===== src/rtl/osme_pkg.sv =====
// Shared types, constants and helpers for the one-shot modifier expander.
// No dependencies; every other file in rtl/ imports this package.
package osme_pkg;

  localparam int PAIRS      = 4;
  localparam int KEY_BITS   = 16;
  localparam int KEY_W      = 16;
  localparam int MOD_W      = 8;
  localparam int MOD_IDX_W  = 3;
  localparam int CNT_W      = 3;
  localparam int CFG_IDX_W  = 3;
  localparam int CFG_DATA_W = 24;
  localparam int CMD_DEPTH  = 4;
  localparam int CMD_PTR_W  = $clog2(CMD_DEPTH);
  localparam int CMD_CNT_W  = $clog2(CMD_DEPTH + 1);

  // Trigger keycodes and event keycodes are compared in the low KEY_BITS bits
  localparam logic [KEY_W-1:0] KEY_MASK = (KEY_BITS >= KEY_W) ? {KEY_W{1'b1}} :
                                          KEY_W'((64'd1 << KEY_BITS) - 64'd1);
  localparam logic [KEY_W-1:0] PLAIN_KEY_MAX = KEY_W'(8'hFF);
  localparam logic [CNT_W-1:0] PAIRS_CNT     = CNT_W'(PAIRS);

  // Configuration register indexes
  localparam logic [CFG_IDX_W-1:0] REG_PAIR_COUNT = CFG_IDX_W'(0);
  localparam logic [CFG_IDX_W-1:0] REG_PAIR_BASE  = CFG_IDX_W'(1);

  typedef enum logic [2:0] {
    ACT_PASS    = 3'd0,
    ACT_ABSORB  = 3'd1,
    ACT_PRESS   = 3'd2,
    ACT_RELEASE = 3'd3,
    ACT_SEND    = 3'd4
  } action_t;

  typedef enum logic [1:0] {
    CMD_PASS   = 2'd0,
    CMD_ABSORB = 2'd1,
    CMD_FIRE   = 2'd2
  } cmd_kind_t;

  typedef enum logic [2:0] {
    SEQ_IDLE,
    SEQ_MOD_PRESS,
    SEQ_KEY,
    SEQ_SEND_DOWN,
    SEQ_MOD_RELEASE,
    SEQ_SEND_UP
  } seq_state_t;

  typedef struct packed {
    logic             mode;
    logic [KEY_W-1:0] key_code;
    logic             pressed;
  } in_item_t;

  typedef struct packed {
    logic [2:0]       action;
    logic             is_modifier;
    logic [KEY_W-1:0] code;
    logic             last;
  } out_item_t;

  typedef struct packed {
    cmd_kind_t        kind;
    logic [KEY_W-1:0] key;
    logic [MOD_W-1:0] mods;
  } cmd_t;

  typedef struct packed {
    logic full;
    logic empty;
  } fifo_stat_t;

  function automatic logic [MOD_IDX_W-1:0] lowest_set(input logic [MOD_W-1:0] m);
    logic [MOD_IDX_W-1:0] idx;
    idx = '0;
    for (int i = MOD_W - 1; i >= 0; i--) begin
      if (m[i]) idx = MOD_IDX_W'(i);
    end
    return idx;
  endfunction

endpackage


===== src/rtl/osme_front.sv =====
// Front end: configuration registers, pending modifier mask and classification.
// Depends on osme_pkg; feeds one command per key event into osme_cmd_fifo.
module osme_front
  import osme_pkg::*;
(
  input  logic                  clk,
  input  logic                  rst_n,
  input  logic                  cfg_valid,
  input  logic [CFG_IDX_W-1:0]  cfg_index,
  input  logic [CFG_DATA_W-1:0] cfg_data,
  input  logic                  accept,
  input  in_item_t              item,
  output logic                  cmd_push,
  output cmd_t                  cmd
);

  logic [CNT_W-1:0]      pair_count_r;
  logic [CFG_DATA_W-1:0] pair_entry_r [PAIRS];
  logic [MOD_W-1:0]      pending_r, pending_nxt;

  logic [CNT_W-1:0] count_sat;
  logic [KEY_W-1:0] key;
  logic             hit;
  logic [MOD_W-1:0] hit_mods;
  logic             fire;

  always_ff @(posedge clk) begin
    if (!rst_n) begin
      pair_count_r <= '0;
      for (int i = 0; i < PAIRS; i++) pair_entry_r[i] <= '0;
    end else if (cfg_valid) begin
      if (cfg_index == REG_PAIR_COUNT) begin
        pair_count_r <= cfg_data[CNT_W-1:0];
      end
      for (int i = 0; i < PAIRS; i++) begin
        if (cfg_index == REG_PAIR_BASE + CFG_IDX_W'(i)) pair_entry_r[i] <= cfg_data;
      end
    end
  end

  assign count_sat = (pair_count_r > PAIRS_CNT) ? PAIRS_CNT : pair_count_r;
  assign key       = item.key_code & KEY_MASK;

  // First matching pair wins
  always_comb begin
    hit      = 1'b0;
    hit_mods = '0;
    for (int i = 0; i < PAIRS; i++) begin
      if (!hit && (CNT_W'(i) < count_sat) &&
          ((pair_entry_r[i][CFG_DATA_W-1:MOD_W] & KEY_MASK) == key)) begin
        hit      = 1'b1;
        hit_mods = pair_entry_r[i][MOD_W-1:0];
      end
    end
  end

  assign fire = !hit && (pending_r != '0) && (key <= PLAIN_KEY_MAX) && item.pressed;

  always_comb begin
    pending_nxt = pending_r;
    cmd.key     = key;
    cmd.mods    = pending_r;
    cmd.kind    = CMD_PASS;
    if (hit) begin
      cmd.kind = CMD_ABSORB;
    end else if (fire) begin
      cmd.kind = CMD_FIRE;
    end
    if (accept) begin
      if (item.mode) begin
        pending_nxt = '0;
      end else if (hit && item.pressed) begin
        pending_nxt = pending_r | hit_mods;
      end else if (fire) begin
        pending_nxt = '0;
      end
    end
  end

  // Clear commands stop here
  assign cmd_push = accept && !item.mode;

  always_ff @(posedge clk) begin
    if (!rst_n) begin
      pending_r <= '0;
    end else begin
      pending_r <= pending_nxt;
    end
  end

endmodule


===== src/rtl/osme_cmd_fifo.sv =====
// Short command queue between the front end and the sequencer.
// Depends on osme_pkg for cmd_t and the queue depth.
module osme_cmd_fifo
  import osme_pkg::*;
(
  input  logic       clk,
  input  logic       rst_n,
  input  logic       wr_en,
  input  cmd_t       wr_data,
  input  logic       rd_en,
  output cmd_t       rd_data,
  output fifo_stat_t stat
);

  cmd_t                 mem_r [CMD_DEPTH];
  logic [CMD_PTR_W-1:0] wr_ptr_r, rd_ptr_r;
  logic [CMD_CNT_W-1:0] count_r;

  assign stat.full  = (count_r == CMD_CNT_W'(CMD_DEPTH));
  assign stat.empty = (count_r == '0);
  assign rd_data    = mem_r[rd_ptr_r];

  always_ff @(posedge clk) begin
    if (wr_en) mem_r[wr_ptr_r] <= wr_data;
  end

  always_ff @(posedge clk) begin
    if (!rst_n) begin
      wr_ptr_r <= '0;
      rd_ptr_r <= '0;
      count_r  <= '0;
    end else begin
      if (wr_en) wr_ptr_r <= (wr_ptr_r == CMD_PTR_W'(CMD_DEPTH - 1)) ? '0 : wr_ptr_r + 1'b1;
      if (rd_en) rd_ptr_r <= (rd_ptr_r == CMD_PTR_W'(CMD_DEPTH - 1)) ? '0 : rd_ptr_r + 1'b1;
      if (wr_en && !rd_en)      count_r <= count_r + 1'b1;
      else if (rd_en && !wr_en) count_r <= count_r - 1'b1;
    end
  end

endmodule


===== src/rtl/osme_back.sv =====
// Sequencer: expands commands into results, one per cycle unless stalled.
// Depends on osme_pkg; drains osme_cmd_fifo and owns the output register.
module osme_back
  import osme_pkg::*;
(
  input  logic       clk,
  input  logic       rst_n,
  input  cmd_t       head,
  input  logic       head_valid,
  output logic       take,
  input  logic       pop,
  output logic       out_valid,
  output out_item_t  out_item
);

  seq_state_t       state_r, state_nxt;
  logic [KEY_W-1:0] key_r, key_nxt;
  logic [MOD_W-1:0] mods_r, mods_nxt;
  logic [MOD_W-1:0] rem_r, rem_nxt;
  out_item_t        out_r;
  logic             out_valid_r, out_valid_nxt;

  logic                 advance;
  logic                 emit;
  out_item_t            res;
  logic [MOD_W-1:0]     rem_low;
  logic [MOD_IDX_W-1:0] idx;

  assign advance = !out_valid_r || pop;
  assign rem_low = rem_r & (rem_r - 1'b1);
  assign idx     = lowest_set(rem_r);

  always_comb begin
    state_nxt = state_r;
    key_nxt   = key_r;
    mods_nxt  = mods_r;
    rem_nxt   = rem_r;
    emit      = 1'b0;
    take      = 1'b0;
    res       = '0;
    unique case (state_r)
      SEQ_IDLE: begin
        res.code = head.key;
        if (head_valid && advance) begin
          emit = 1'b1;
          take = 1'b1;
        end
        unique case (head.kind)
          CMD_ABSORB: begin
            res.action = ACT_ABSORB;
            res.last   = 1'b1;
          end
          CMD_FIRE: begin
            res.action = ACT_ABSORB;
            if (take) begin
              state_nxt = SEQ_MOD_PRESS;
              key_nxt   = head.key;
              mods_nxt  = head.mods;
              rem_nxt   = head.mods;
            end
          end
          default: begin
            res.action = ACT_PASS;
            res.last   = 1'b1;
          end
        endcase
      end
      SEQ_MOD_PRESS: begin
        res.action      = ACT_PRESS;
        res.is_modifier = 1'b1;
        res.code        = KEY_W'(idx);
        emit            = advance;
        if (advance) begin
          rem_nxt = rem_low;
          if (rem_low == '0) state_nxt = SEQ_KEY;
        end
      end
      SEQ_KEY: begin
        res.action = ACT_PRESS;
        res.code   = key_r;
        emit       = advance;
        if (advance) state_nxt = SEQ_SEND_DOWN;
      end
      SEQ_SEND_DOWN: begin
        res.action = ACT_SEND;
        emit       = advance;
        if (advance) begin
          state_nxt = SEQ_MOD_RELEASE;
          rem_nxt   = mods_r;
        end
      end
      SEQ_MOD_RELEASE: begin
        res.action      = ACT_RELEASE;
        res.is_modifier = 1'b1;
        res.code        = KEY_W'(idx);
        emit            = advance;
        if (advance) begin
          rem_nxt = rem_low;
          if (rem_low == '0) state_nxt = SEQ_SEND_UP;
        end
      end
      SEQ_SEND_UP: begin
        res.action = ACT_SEND;
        res.last   = 1'b1;
        emit       = advance;
        if (advance) state_nxt = SEQ_IDLE;
      end
      default: state_nxt = SEQ_IDLE;
    endcase
  end

  assign out_valid_nxt = emit || (out_valid_r && !pop);

  always_ff @(posedge clk) begin
    if (!rst_n) begin
      state_r     <= SEQ_IDLE;
      out_valid_r <= 1'b0;
    end else begin
      state_r     <= state_nxt;
      out_valid_r <= out_valid_nxt;
    end
  end

  always_ff @(posedge clk) begin
    key_r  <= key_nxt;
    mods_r <= mods_nxt;
    rem_r  <= rem_nxt;
    if (emit) out_r <= res;
  end

  assign out_valid = out_valid_r;
  assign out_item  = out_r;

endmodule


===== src/rtl/one_shot_modifier_expander_top.sv =====
// Top level of the one-shot modifier expander: front end, command queue, sequencer.
// Depends on osme_pkg, osme_front, osme_cmd_fifo and osme_back.
//
//   channel   ports                               moves
//   input     push, full, in_item                 key event or clear command
//   result    empty, pop, out_item                one result item
//   config    cfg_valid, cfg_ready, cfg_index,    one register write
//             cfg_data
//
// One input item is accepted per cycle while the four-entry command queue has room.
// The sequencer gives one result per cycle unless the result side stalls: a pass or
// absorb yields one result, a firing key an absorb, modifier presses, the key press,
// a send, modifier releases and a send; a clear yields none. Results are registered.
// Synchronous reset clears the mask, the configuration and the queues.
// A stalled result side fills the queue, and full then holds the input side.
module one_shot_modifier_expander_top
  import osme_pkg::*;
(
  input  logic                  clk,
  input  logic                  rst_n,
  input  logic                  push,
  output logic                  full,
  input  in_item_t              in_item,
  output logic                  empty,
  input  logic                  pop,
  output out_item_t             out_item,
  input  logic                  cfg_valid,
  output logic                  cfg_ready,
  input  logic [CFG_IDX_W-1:0]  cfg_index,
  input  logic [CFG_DATA_W-1:0] cfg_data
);

  fifo_stat_t stat;
  cmd_t       cmd_in, cmd_head;
  logic       cmd_push, cmd_take;
  logic       accept;
  logic       out_valid;

  assign cfg_ready = 1'b1;
  assign full      = stat.full;
  assign accept    = push && !stat.full;
  assign empty     = !out_valid;

  osme_front u_front (
    .clk      (clk),
    .rst_n    (rst_n),
    .cfg_valid(cfg_valid),
    .cfg_index(cfg_index),
    .cfg_data (cfg_data),
    .accept   (accept),
    .item     (in_item),
    .cmd_push (cmd_push),
    .cmd      (cmd_in)
  );

  osme_cmd_fifo u_cmd_fifo (
    .clk    (clk),
    .rst_n  (rst_n),
    .wr_en  (cmd_push),
    .wr_data(cmd_in),
    .rd_en  (cmd_take),
    .rd_data(cmd_head),
    .stat   (stat)
  );

  osme_back u_back (
    .clk       (clk),
    .rst_n     (rst_n),
    .head      (cmd_head),
    .head_valid(!stat.empty),
    .take      (cmd_take),
    .pop       (pop),
    .out_valid (out_valid),
    .out_item  (out_item)
  );

  // A firing sequence streams without gaps once started
  a_seq_no_gap: assert property (@(posedge clk) disable iff (!rst_n)
    (pop && !empty && !out_item.last) |=> !empty)
    else $error("result sequence broke off before its last item");

  a_mod_index: assert property (@(posedge clk) disable iff (!rst_n)
    (!empty && out_item.is_modifier) |->
      (out_item.code[KEY_W-1:MOD_IDX_W] == '0 &&
       (out_item.action == ACT_PRESS || out_item.action == ACT_RELEASE)))
    else $error("modifier result with bad index or action");

  a_queue_flags: assert property (@(posedge clk) disable iff (!rst_n)
    !(stat.full && stat.empty) && !(cmd_take && stat.empty))
    else $error("command queue flags inconsistent");

endmodule

===== config.mk =====
export PLATFORM = sky130hd
export DESIGN_NAME = one_shot_modifier_expander_top
export DESIGN_NICKNAME = d
export VERILOG_FILES = /design/src/rtl/osme_pkg.sv /design/src/rtl/osme_front.sv /design/src/rtl/osme_cmd_fifo.sv /design/src/rtl/osme_back.sv /design/src/rtl/one_shot_modifier_expander_top.sv
export SDC_FILE = /design/constraint.sdc
export NUM_CORES = 1
export LEC_CHECK = 0
export BUFFER_PORTS_ARGS = -buffer_cell sky130_fd_sc_hd__buf_2
export CORE_UTILIZATION = 55
export DETAILED_ROUTE_END_ITERATION = 8
export PLACE_DENSITY = 0.77
export SLEW_MARGIN = 30
export SYNTH_ARGS = -nofsm -noshare
export SYNTH_HDL_FRONTEND = slang
export SYNTH_SLANG_ARGS = --single-unit

===== constraint.sdc =====
create_clock -name clk -period 3.4 [get_ports clk]
set_clock_uncertainty 0.05 [all_clocks]
set_input_delay 0.68 -clock clk [delete_from_list [all_inputs] [get_ports clk]]
set_output_delay 0.68 -clock clk [all_outputs]
set_load 0.01 [all_outputs]

==> flow_summary.yaml, run 1 <==
outcome:
  outcome: "completed"
placed_design:
  io_buffers: 72
  gp_congestion: 0.945
  dp.cells: 1216
  hpwlAfterDp_um: 18000
global_routing:
  grt_pass1_wl_um: 41000
  antenna_found_initial: 0
  grt_pass1_vias: 7525
  grt-ovfl-total: 0
  track_usage: 0.239
  grt_start_max_net_pins: 34
synth:
  synth_edf_count: 253
  synth_warnings: 0
  synth_area_per_cell_um2: 14.1
  synthArstFlopShare: 0
  synth.distinct_cells: 64
  synth.net_count: 931
  synthFlopType: "edfxtp_1"
  syn_inst: 873
  ys_seq_elements: 277
  synth_area_mm2: 0.0123
  ys_seq_area_frac: 0.656
clock_network:
  ctsResizeCount: 0
  clk_latency_ps: 540
  cts_tree: "built"
  cts-buffers-inserted: 28
  clkSinkCount: 277
  ctsHtreeMaxLevel: 1
  post_cts_buffers: 0
  cts_hold_buf: 0
  root_buffer: "clkbuf_16"
  path_clk_slew_ps: 60
  clk_path_buf_depth: 3
worst_setup_path:
  crit_fanout: 5
  path_class: "flop to flop"
  crit_arrival_ps: 2860
  endpoint_kind: "flop"
  start_kind: "flop"
  r2r_setup_slack_ps: 740
  crit_required_ps: 3600
floorplanning:
  start_util: 0.563
  ios: 74
  die_width_um: 152
  die_h_um: 152
  rows: 54
  die_area_mm2: 0.0230
  core_mm2: 0.0219
hold_path:
  hp-class: "input pin to flop"
route:
  wl_met1_um: 10600
  dr_total_vias: 7519
  dr_wl_met2_um: 12900
  viasPerCell: 5.93
  wl_per_cell_um: 20.6
  drcViolationCount: 0
  routed.top_layer: "met4"
  wl_met3_um: 1710
  drtAntennaViolNets: 0
  wirelength_um: 26100
  dr.pass1.iters: 6
  drt-initial-drc-count: 600
sta:
  fin_crit_sh: 0.782
  slew-limit-headroom: 0.419
  fmax_mhz: 376
  setup_tns_ps: 0
  finalHoldWorstSlack_ps: 391
  setup_violations: 0
  min_period_ps: 2660
  drv_slew: 0
  finalHoldViolCount: 0
  grt_setup_unrepaired: "false"
  tightest_slew_ps: 860
pwr:
  power_density_mw_per_mm2: 675
  vdd_drop_max_uv: 497
  p_total_mw: 9.47
  leakagePower_nw: 4.98
final_layout:
  finish.utilization: 0.640
  final_cells: 1268
  layout_commonest_cell: "edfxtp_1"
  area_growth_pct: 13.8
  antennaDiodeCount: 0
  final_layout_size_suffix_gt1_frac: 0.188
  nNetsFinal: 1024
  layout_common_cells: "253 x edfxtp_1, 104 x and2_1, 72 x buf_2"
job:
  drv_cap: 0
==> layout make-up <==
| cell class | count | area, um2 |
|---|---|---|
| Fill cell | 1602 | 7880 |
| Clock buffer | 39 | 772 |
| Sequential cell | 277 | 8080 |
| Clock inverter | 13 | 98.8 |
| Tap cell | 280 | 350 |
| Multi-Input combinational cell | 530 | 4000 |
| Timing Repair Buffer | 107 | 636 |
| Inverter | 22 | 82.6 |
==> sequential cells by signal (all words and copies together), names as in the netlist, named ones only <==
| name | cells |
|---|---|
| u_cmd_fifo.rd_ptr_r | 2 |
| u_cmd_fifo.wr_ptr_r | 2 |
| u_back.mods_r | 8 |
| u_front.pair_entry_r | 96 |
| u_cmd_fifo.count_r | 3 |
| u_front.pair_count_r | 3 |
| u_back.out_item | 21 |
| u_back.rem_r | 8 |
| u_front.pending_r | 8 |
| u_cmd_fifo.mem_r | 104 |
| u_back.state_r | 3 |
| u_back.key_r | 16 |
| u_back.out_valid | 1 |
==> report_power, final <==
group / total [mW] / switching, mW / internal (mW)
Clock: 2.90 / 1.24 / 1.66
Sequential: 4.60 / 0.255 / 4.35
Combinational: 1.97 / 1.16 / 0.809
==> worst max-delay path, cell delays in order, from the launching register on <==
cell and delay, ps:
edfxtp_1 420, xor2_1 170, or4_1 510, or3_1 380
nor4_1 300, a31oi_1 70, o211ai_1 280, nor2_1 200
==> worst paths after layout <==
path	end	start	cells after the start
setup reg to reg	u_cmd_fifo.mem_r[0][25]$_DFFE_PP_	u_front.pair_entry_r[3][11]$_SDFFCE_PN0P_	7
hold reg to reg	u_cmd_fifo.count_r[2]$_SDFFE_PN0P_	u_cmd_fifo.count_r[2]$_SDFFE_PN0P_	2
setup / recovery	u_cmd_fifo.mem_r[0][25]$_DFFE_PP_	u_front.pair_entry_r[3][11]$_SDFFCE_PN0P_	7
hold / removal	u_front.pair_entry_r[1][14]$_SDFFCE_PN0P_	cfg_data[14]	2
==> cells by family after synthesis <==
group           after synthesis  share of synthesized area
mux                          52                     0.0688
fa+ha+maj                     8                    0.00874
flops                       277                      0.656
compound gates              114                     0.0654
xor+xnor                     66                     0.0469
other cells                   1                   0.000304
simple gates                289                      0.132
buf+inv                      66                     0.0224
==> metal layers <==
metal | vias to the layer above | GRT usage
met5 | - | 0
met4 | 0 | 0.0955
met3 | 69 | 0.0335
met2 | 323 | 0.402
met1 | 3660 | 0.315
li1 | 3467 | -
==> synthesized netlist by cell type, types with 9 or more instances <==
library cell,count,share of area
xor2_1,36,0.026
clkbuf_1,28,0.0085
nor3_1,16,0.0065
mux2i_1,25,0.020
and2_1,104,0.053
o21ai_0,12,0.0049
inv_1,20,0.0061
a21oi_1,35,0.014
xnor2_1,30,0.021
dfxtp_1,24,0.039
nand3_1,9,0.0037
mux4_2,26,0.048
nor2_1,57,0.017
nor4_1,16,0.0081
nand2_1,34,0.010
edfxtp_1,253,0.62
==> through the flow <==
step	instance area [um2]	worst slack, ps
2_1_floorplan	12300	21.2
3_3_place_gp	13100	301
3_5_place_dp	13100	288
4_1_cts	14000	766
5_1_grt	14000	578
6_report	14000	743
(Power assumes the default switching activity.)
==> run 2, diff against run 1 <==
--- a/config.mk
+++ b/config.mk
@@ -5,6 +5,7 @@
 export SDC_FILE = /design/constraint.sdc
 export NUM_CORES = 1
 export LEC_CHECK = 0
+export ABC_AREA = 1
 export BUFFER_PORTS_ARGS = -buffer_cell sky130_fd_sc_hd__buf_2
 export CORE_UTILIZATION = 55
 export DETAILED_ROUTE_END_ITERATION = 8
==> constraint.sdc (replaced) <==
create_clock -name clk -period 2.1 [get_ports clk]
set_clock_uncertainty 0.05 [all_clocks]
set_input_delay 0.42 -clock clk [delete_from_list [all_inputs] [get_ports clk]]
set_output_delay 0.42 -clock clk [all_outputs]
set_load 0.01 [all_outputs]
==> run 2 against run 1 <==
  * Area after synthesis increased by 2.1%
  * Critical path depth increased by 5
  * Final area increased by 8.9%
  * Clock-buffer cell count increased by 3
  * Synthesized cell count increased by 39%
  * Utilization increased by 5.1 points
  * Power increased by 78%
==> flow_summary.yaml, run 2 <==
synth:
  synth_area_mm2: 0.0126
  synthFlopType: "edfxtp_1"
  synth_edf_count: 253
  ys_seq_elements: 277
  synthArstFlopShare: 0
  ys_seq_area_frac: 0.642
  syn_inst: 1214
  synth_area_per_cell_um2: 10.4
  synthTopCellsByArea: "edfxtp_1 60%, nor2_1 6.3%, nand2_1 6.1%, inv_1 4.0%, dfxtp_1 3.8%"
  ys_top_cells_by_count: "253 x edfxtp_1, 212 x nor2_1, 204 x nand2_1, 134 x inv_1, 74 x o21ai_0"
  yosysTopAreaCell: "edfxtp_1"
  synth.net_count: 1272
  synth_top_area_share: 0.604
  synth.distinct_cells: 52
  synth.most_common_cell: "edfxtp_1"
  synth_warnings: 0
sta:
  min_period_ps: 2040
  fmax_mhz: 491
  setup_tns_ps: 0
  fin_crit_sh: 0.970
  finalHoldWorstSlack_ps: 144
  slew-limit-headroom: 0.543
  finalHoldViolCount: 0
  drv_slew: 0
  fin_ws_ps: 64.0
  tightest_slew_ps: 683
  setup_violations: 0
worst_setup_path:
  crit_required_ps: 2540
  cp_slowest_stage_delay_ps: 350
  crit_fanout: 6
  crit_arrival_ps: 2470
  cp.depth: 12
  crit_family: "compound AO/OA/AOI/OAI gates"
  path_cells: "inv_2 -> o21ai_1 -> o22ai_2 -> ha_1 -> inv_1 -> o21ai_2 -> o21ai_1 -> nor2_1 -> nand2_1 -> inv_2 -> o21ai_0 -> a31oi_1"
  cp_num_buf_inv: 3
  rr_worst_depth: 12
  endpoint_kind: "flop"
  path_class: "flop to flop"
  start_kind: "flop"
  slowest_stage: "dfxtp_2"
final_layout:
  finish.utilization: 0.691
  final_layout_size_suffix_gt1_frac: 0.224
  postLayoutCellArea_mm2: 0.0153
  layout_commonest_cell: "edfxtp_1"
  final_cells: 1696
  antennaDiodeCount: 0
  area_growth_pct: 21.4
  largest_reg_flops: 104
  layout_common_cells: "253 x edfxtp_1, 202 x nand2_1, 201 x nor2_1"
  top_register: "u_cmd_fifo.mem_r"
  nNetsFinal: 1452
route:
  wl_per_cell_um: 17.8
  drtAntennaViolNets: 0
  drcViolationCount: 0
  viasPerCell: 5.55
  dr.pass1.iters: 5
  wl_met1_um: 12400
  drt-initial-drc-count: 824
  wl_met3_um: 2080
  routed.top_layer: "met4"
  dr_total_vias: 9417
  wirelength_um: 30200
  dr_wl_met2_um: 14900
pwr:
  vdd_drop_max_uv: 741
  leakagePower_nw: 6.30
  power_density_mw_per_mm2: 1100
  p_total_mw: 16.8
clock_network:
  clk_path_buf_depth: 3
  cts_hold_buf: 0
  path_clk_slew_ps: 60
  clk_latency_ps: 560
  cts-buffers-inserted: 29
  cts_tree: "built"
  clkSinkCount: 277
  root_buffer: "clkbuf_16"
  ctsHtreeMaxLevel: 1
floorplanning:
  die_area_mm2: 0.0235
  rows: 54
  start_util: 0.569
  ios: 74
  die_h_um: 153
  die_width_um: 153
  core_mm2: 0.0221
global_routing:
  track_usage: 0.261
  grt-ovfl-total: 0
  antenna_found_initial: 0
  grt_start_max_net_pins: 29
  grt_pass1_wl_um: 47500
  grt_pass1_vias: 9036
placed_design:
  place_area_mm2: 0.0142
  hpwlAfterDp_um: 21600
  dp_slack_ps: -244
  dp.cells: 1641
  io_buffers: 72
  gp_congestion: 0.985
hold_path:
  hp-start: "cfg_data[0]"
  hp-class: "input pin to flop"
  hold_depth: 3
outcome:
  outcome: "completed"
job:
  drv_cap: 0
## run 2: cell count changes after synthesis, moves of 23 or more
cell     delta
mux2i_1    -25
nand2_1   +170
and2_1    -104
mux4_2     -26
nor2_1    +155
o22ai_1    +24
a21oi_1    -23
inv_1     +114
xor2_1     -34
o21ai_0    +62
nand3_1    +55
## run 2: routing by layer
layer  vias up  GRT usage
met3        64     0.0371
met5         -          0
met4         0     0.0914
met2       420      0.445
met1      4418      0.343
li1       4515          -
## run 2: path summary, 6_finish.rpt
check                                                             to  slack, ps
worst max-delay path                  u_back.state_r[2]$_SDFFE_PN0P_         60
worst min-delay path            u_front.pair_count_r[0]$_SDFFE_PN0P_        140
worst max register to register        u_back.state_r[2]$_SDFFE_PN0P_         60
worst min register to register      u_cmd_fifo.mem_r[3][1]$_DFFE_PP_        480
## run 2: final cells by class
cell class / instances / area (um2)
Sequential cell: 277 / 8080
Clock buffer: 42 / 815
Clock inverter: 11 / 145
Tap cell: 280 / 350
Timing Repair Buffer: 183 / 1340
Inverter: 157 / 594
Fill cell: 1630 / 6830
Multi-Input combinational cell: 746 / 3930
## run 2: report_power, final
| part | switching, mW | internal [mW] |
|---|---|---|
| combinational | 2.65 | 1.60 |
| sequential | 0.340 | 7.09 |
| clock | 2.07 | 3.06 |
## run 2: worst register-to-register path: cells and delay by family, from the launching register on
kind | cells | cell delay [ps]
buffers and inverters | 3 | 290
DFF | 1 | 350
and+or+nand+nor | 2 | 250
AOI/OAI and AO/OA | 6 | 830
adders and majority gates | 1 | 200
## run 2: cell families (layout without fill, tap and decap cells)
family	after synthesis	after routing	share of synthesized area
fa+ha+maj	8	8	0.00856
xor+xnor	17	17	0.0118
flops	277	277	0.642
buf+inv	191	393	0.0591
compound gates	162	162	0.0803
simple gates	558	558	0.198
other cells	1	1	0.000298
## run 2: what timing repair did
action | 4_1_cts | 5_1_grt
setup buffers | 0 | 2
endpoints found under the setup margin | 11 | 16
gates resized for setup | 7 | 26
pin swaps | 1 | 2
==> run 3, diff against run 2 <==
--- a/config.mk
+++ b/config.mk
@@ -7,7 +7,9 @@
 export LEC_CHECK = 0
 export ABC_AREA = 1
 export BUFFER_PORTS_ARGS = -buffer_cell sky130_fd_sc_hd__buf_2
-export CORE_UTILIZATION = 55
+export CELL_PAD_IN_SITES_DETAIL_PLACEMENT = 1
+export CELL_PAD_IN_SITES_GLOBAL_PLACEMENT = 1
+export CORE_UTILIZATION = 44
 export DETAILED_ROUTE_END_ITERATION = 8
 export PLACE_DENSITY = 0.77
 export SLEW_MARGIN = 30
==> run 3 against run 2 <==
  * Power is 4.0% higher
  * Worst setup slack worse by 7.0 ps
  * Flip-flop and latch count stayed put
  * Combinational power up 5.9%
  * Final cell count up 6.1%
  * Clock-buffer cell count is 8 lower
  * Routed wire length is 18% higher
  * Non-clock buffer count increased by 5
==> flow_summary.yaml, run 3 (synthesized netlist as in run 2, its figures left out) <==
worst_setup_path:
  crit_fanout: 8
  endpoint_kind: "flop"
  slowest_stage: "dfxtp_4"
  path_common_cell: "o21ai_0"
  crit_arrival_ps: 2440
  cp_num_buf_inv: 2
  crit_family: "compound AO/OA/AOI/OAI gates"
  start_kind: "flop"
  crit_required_ps: 2500
  path_class: "flop to flop"
  path_cells: "o21ai_0 -> o22ai_1 -> ha_2 -> inv_1 -> o21ai_2 -> o21ai_0 -> nor2_1 -> nand2_2 -> inv_2 -> o21ai_0 -> a31oi_1"
  cp_slowest_stage_delay_ps: 410
floorplanning:
  die_area_mm2: 0.0293
  ios: 74
  start_util: 0.450
  die_width_um: 171
  core_mm2: 0.0279
  rows: 61
  die_h_um: 171
placed_design:
  io_buffers: 72
  gp_congestion: 0.904
  dp.cells: 1742
  place_area_mm2: 0.0143
  hpwlAfterDp_um: 25700
route:
  dr.pass1.iters: 5
  viasPerCell: 5.28
  wl_per_cell_um: 19.9
  dr_total_vias: 9499
  drt-initial-drc-count: 509
  drcViolationCount: 0
  drtAntennaViolNets: 0
  wirelength_um: 35700
clock_network:
  cts_tree: "built"
  cts-buffers-inserted: 29
  path_clk_slew_ps: 60
  clkSinkCount: 277
  clk_latency_ps: 550
  clk_path_buf_depth: 3
  ctsHtreeMaxLevel: 1
  root_buffer: "clkbuf_16"
pwr:
  combPwrFrac: 0.258
  p_total_mw: 17.5
  power_density_mw_per_mm2: 1120
  switching_share: 0.304
  net-switching-power_mw: 5.32
  power_frac_seq: 0.427
  vdd_drop_max_uv: 703
  leakagePower_nw: 6.36
  p_clk_frac: 0.316
  intPower_mw: 12.2
final_layout:
  layout_commonest_cell: "edfxtp_1"
  layout_common_cells: "253 x edfxtp_1, 200 x nand2_1, 198 x nor2_1"
  final_layout_size_suffix_gt1_frac: 0.238
  postLayoutCellArea_mm2: 0.0156
  nNetsFinal: 1458
  largest_reg_flops: 104
  final_cells: 1800
  area_growth_pct: 23.8
  top_register: "u_cmd_fifo.mem_r"
  antennaDiodeCount: 0
global_routing:
  grt_pass1_vias: 10153
  antenna_found_initial: 0
  grt_pass1_wl_um: 55100
  grt_start_max_net_pins: 27
  grt-ovfl-total: 0
  track_usage: 0.249
sta:
  slew-limit-headroom: 0.538
  tightest_slew_ps: 690
  min_period_ps: 2040
  finalHoldWorstSlack_ps: 157
  fin_crit_sh: 0.973
  fmax_mhz: 489
  finalHoldViolCount: 0
  drv_slew: 0
  setup_violations: 0
outcome:
  outcome: "completed"
hold_path:
  hp-class: "input pin to flop"
job:
  drv_cap: 0
## run 3: cell count changes in the layout (fill, tap and decap cells not counted), sizes merged
cell	previous run	this run
buf	183	188
bufinv	3	7
clkinvlp	0	3
inv	156	155
nand3	71	72
clkinv	9	11
clkbuf	42	34
## run 3: stage by stage
stage,setup slack [ps],setup TNS (ps),util
final,57.1,0,0.557
after global routing,-33.0,-49.5,0.557
after CTS,-6.00,-6.00,0.550
after detailed placement,-187,-2710,0.513
after global placement,-154,-1530,0.513
after floorplan,-263,-18910,-
## run 3: routing by layer
metal / GRT usage / vias up / wire (um)
met1: 0.304 / 4719 / 14900
li1: - / 4517 / -
met3: 0.0282 / 58 / 1300
met2: 0.461 / 205 / 18700
met5: 0 / - / 0
met4: 0.0695 / 0 / 837
## run 3: worst paths after layout
check                           depth (start not counted)                                    to  slack (ps)                         startpoint
worst max-delay path                                   11        u_back.state_r[2]$_SDFFE_PN0P_          60                               flop
worst min-delay path                                    3  u_front.pair_count_r[2]$_SDFFE_PN0P_         160                        cfg_data[2]
worst max register to register                         11        u_back.state_r[2]$_SDFFE_PN0P_          60                               flop
worst min register to register                          0      u_cmd_fifo.mem_r[1][2]$_DFFE_PP_         480  u_front.pending_r[2]$_SDFFE_PN0P_
## run 3: layout make-up
| class | instances | area [um2] |
|---|---|---|
| tap | 378 | 473 |
| sequential | 277 | 8090 |
| clock buffer | 34 | 744 |
| inverter | 157 | 599 |
| fill | 3096 | 12400 |
| clock inverter | 19 | 277 |
| timing repair buffer | 188 | 1370 |
| multi-input combinational | 747 | 4010 |
## run 3: timing repair
action                     CTS  global route
setup endpoints to repair   15            13
pin swaps                    0            15
resized for setup           10            42
gates cloned                 0             1
setup buffers                0             4
hold buffers                 0             0
## run 3: worst reg2reg max path, delay by kind of cell (launching register included)
kind,cells,cell delay [ps]
simple gates,2,230
flops,1,410
buf+inv,2,140
fa+ha+maj,1,240
compound gates,6,870
## run 3: power by group through the flow
stage | Sequential, mW | Clock [mW] | Combinational (mW)
finish | 7.46 | 5.52 | 4.50
global route | 7.53 | 5.77 | 4.96
CTS | 7.43 | 5.58 | 4.38
detailed placement | 7.53 | 0 | 4.27
global placement | 7.47 | 0 | 4.05
floorplan | 7.54 | 0 | 2.39
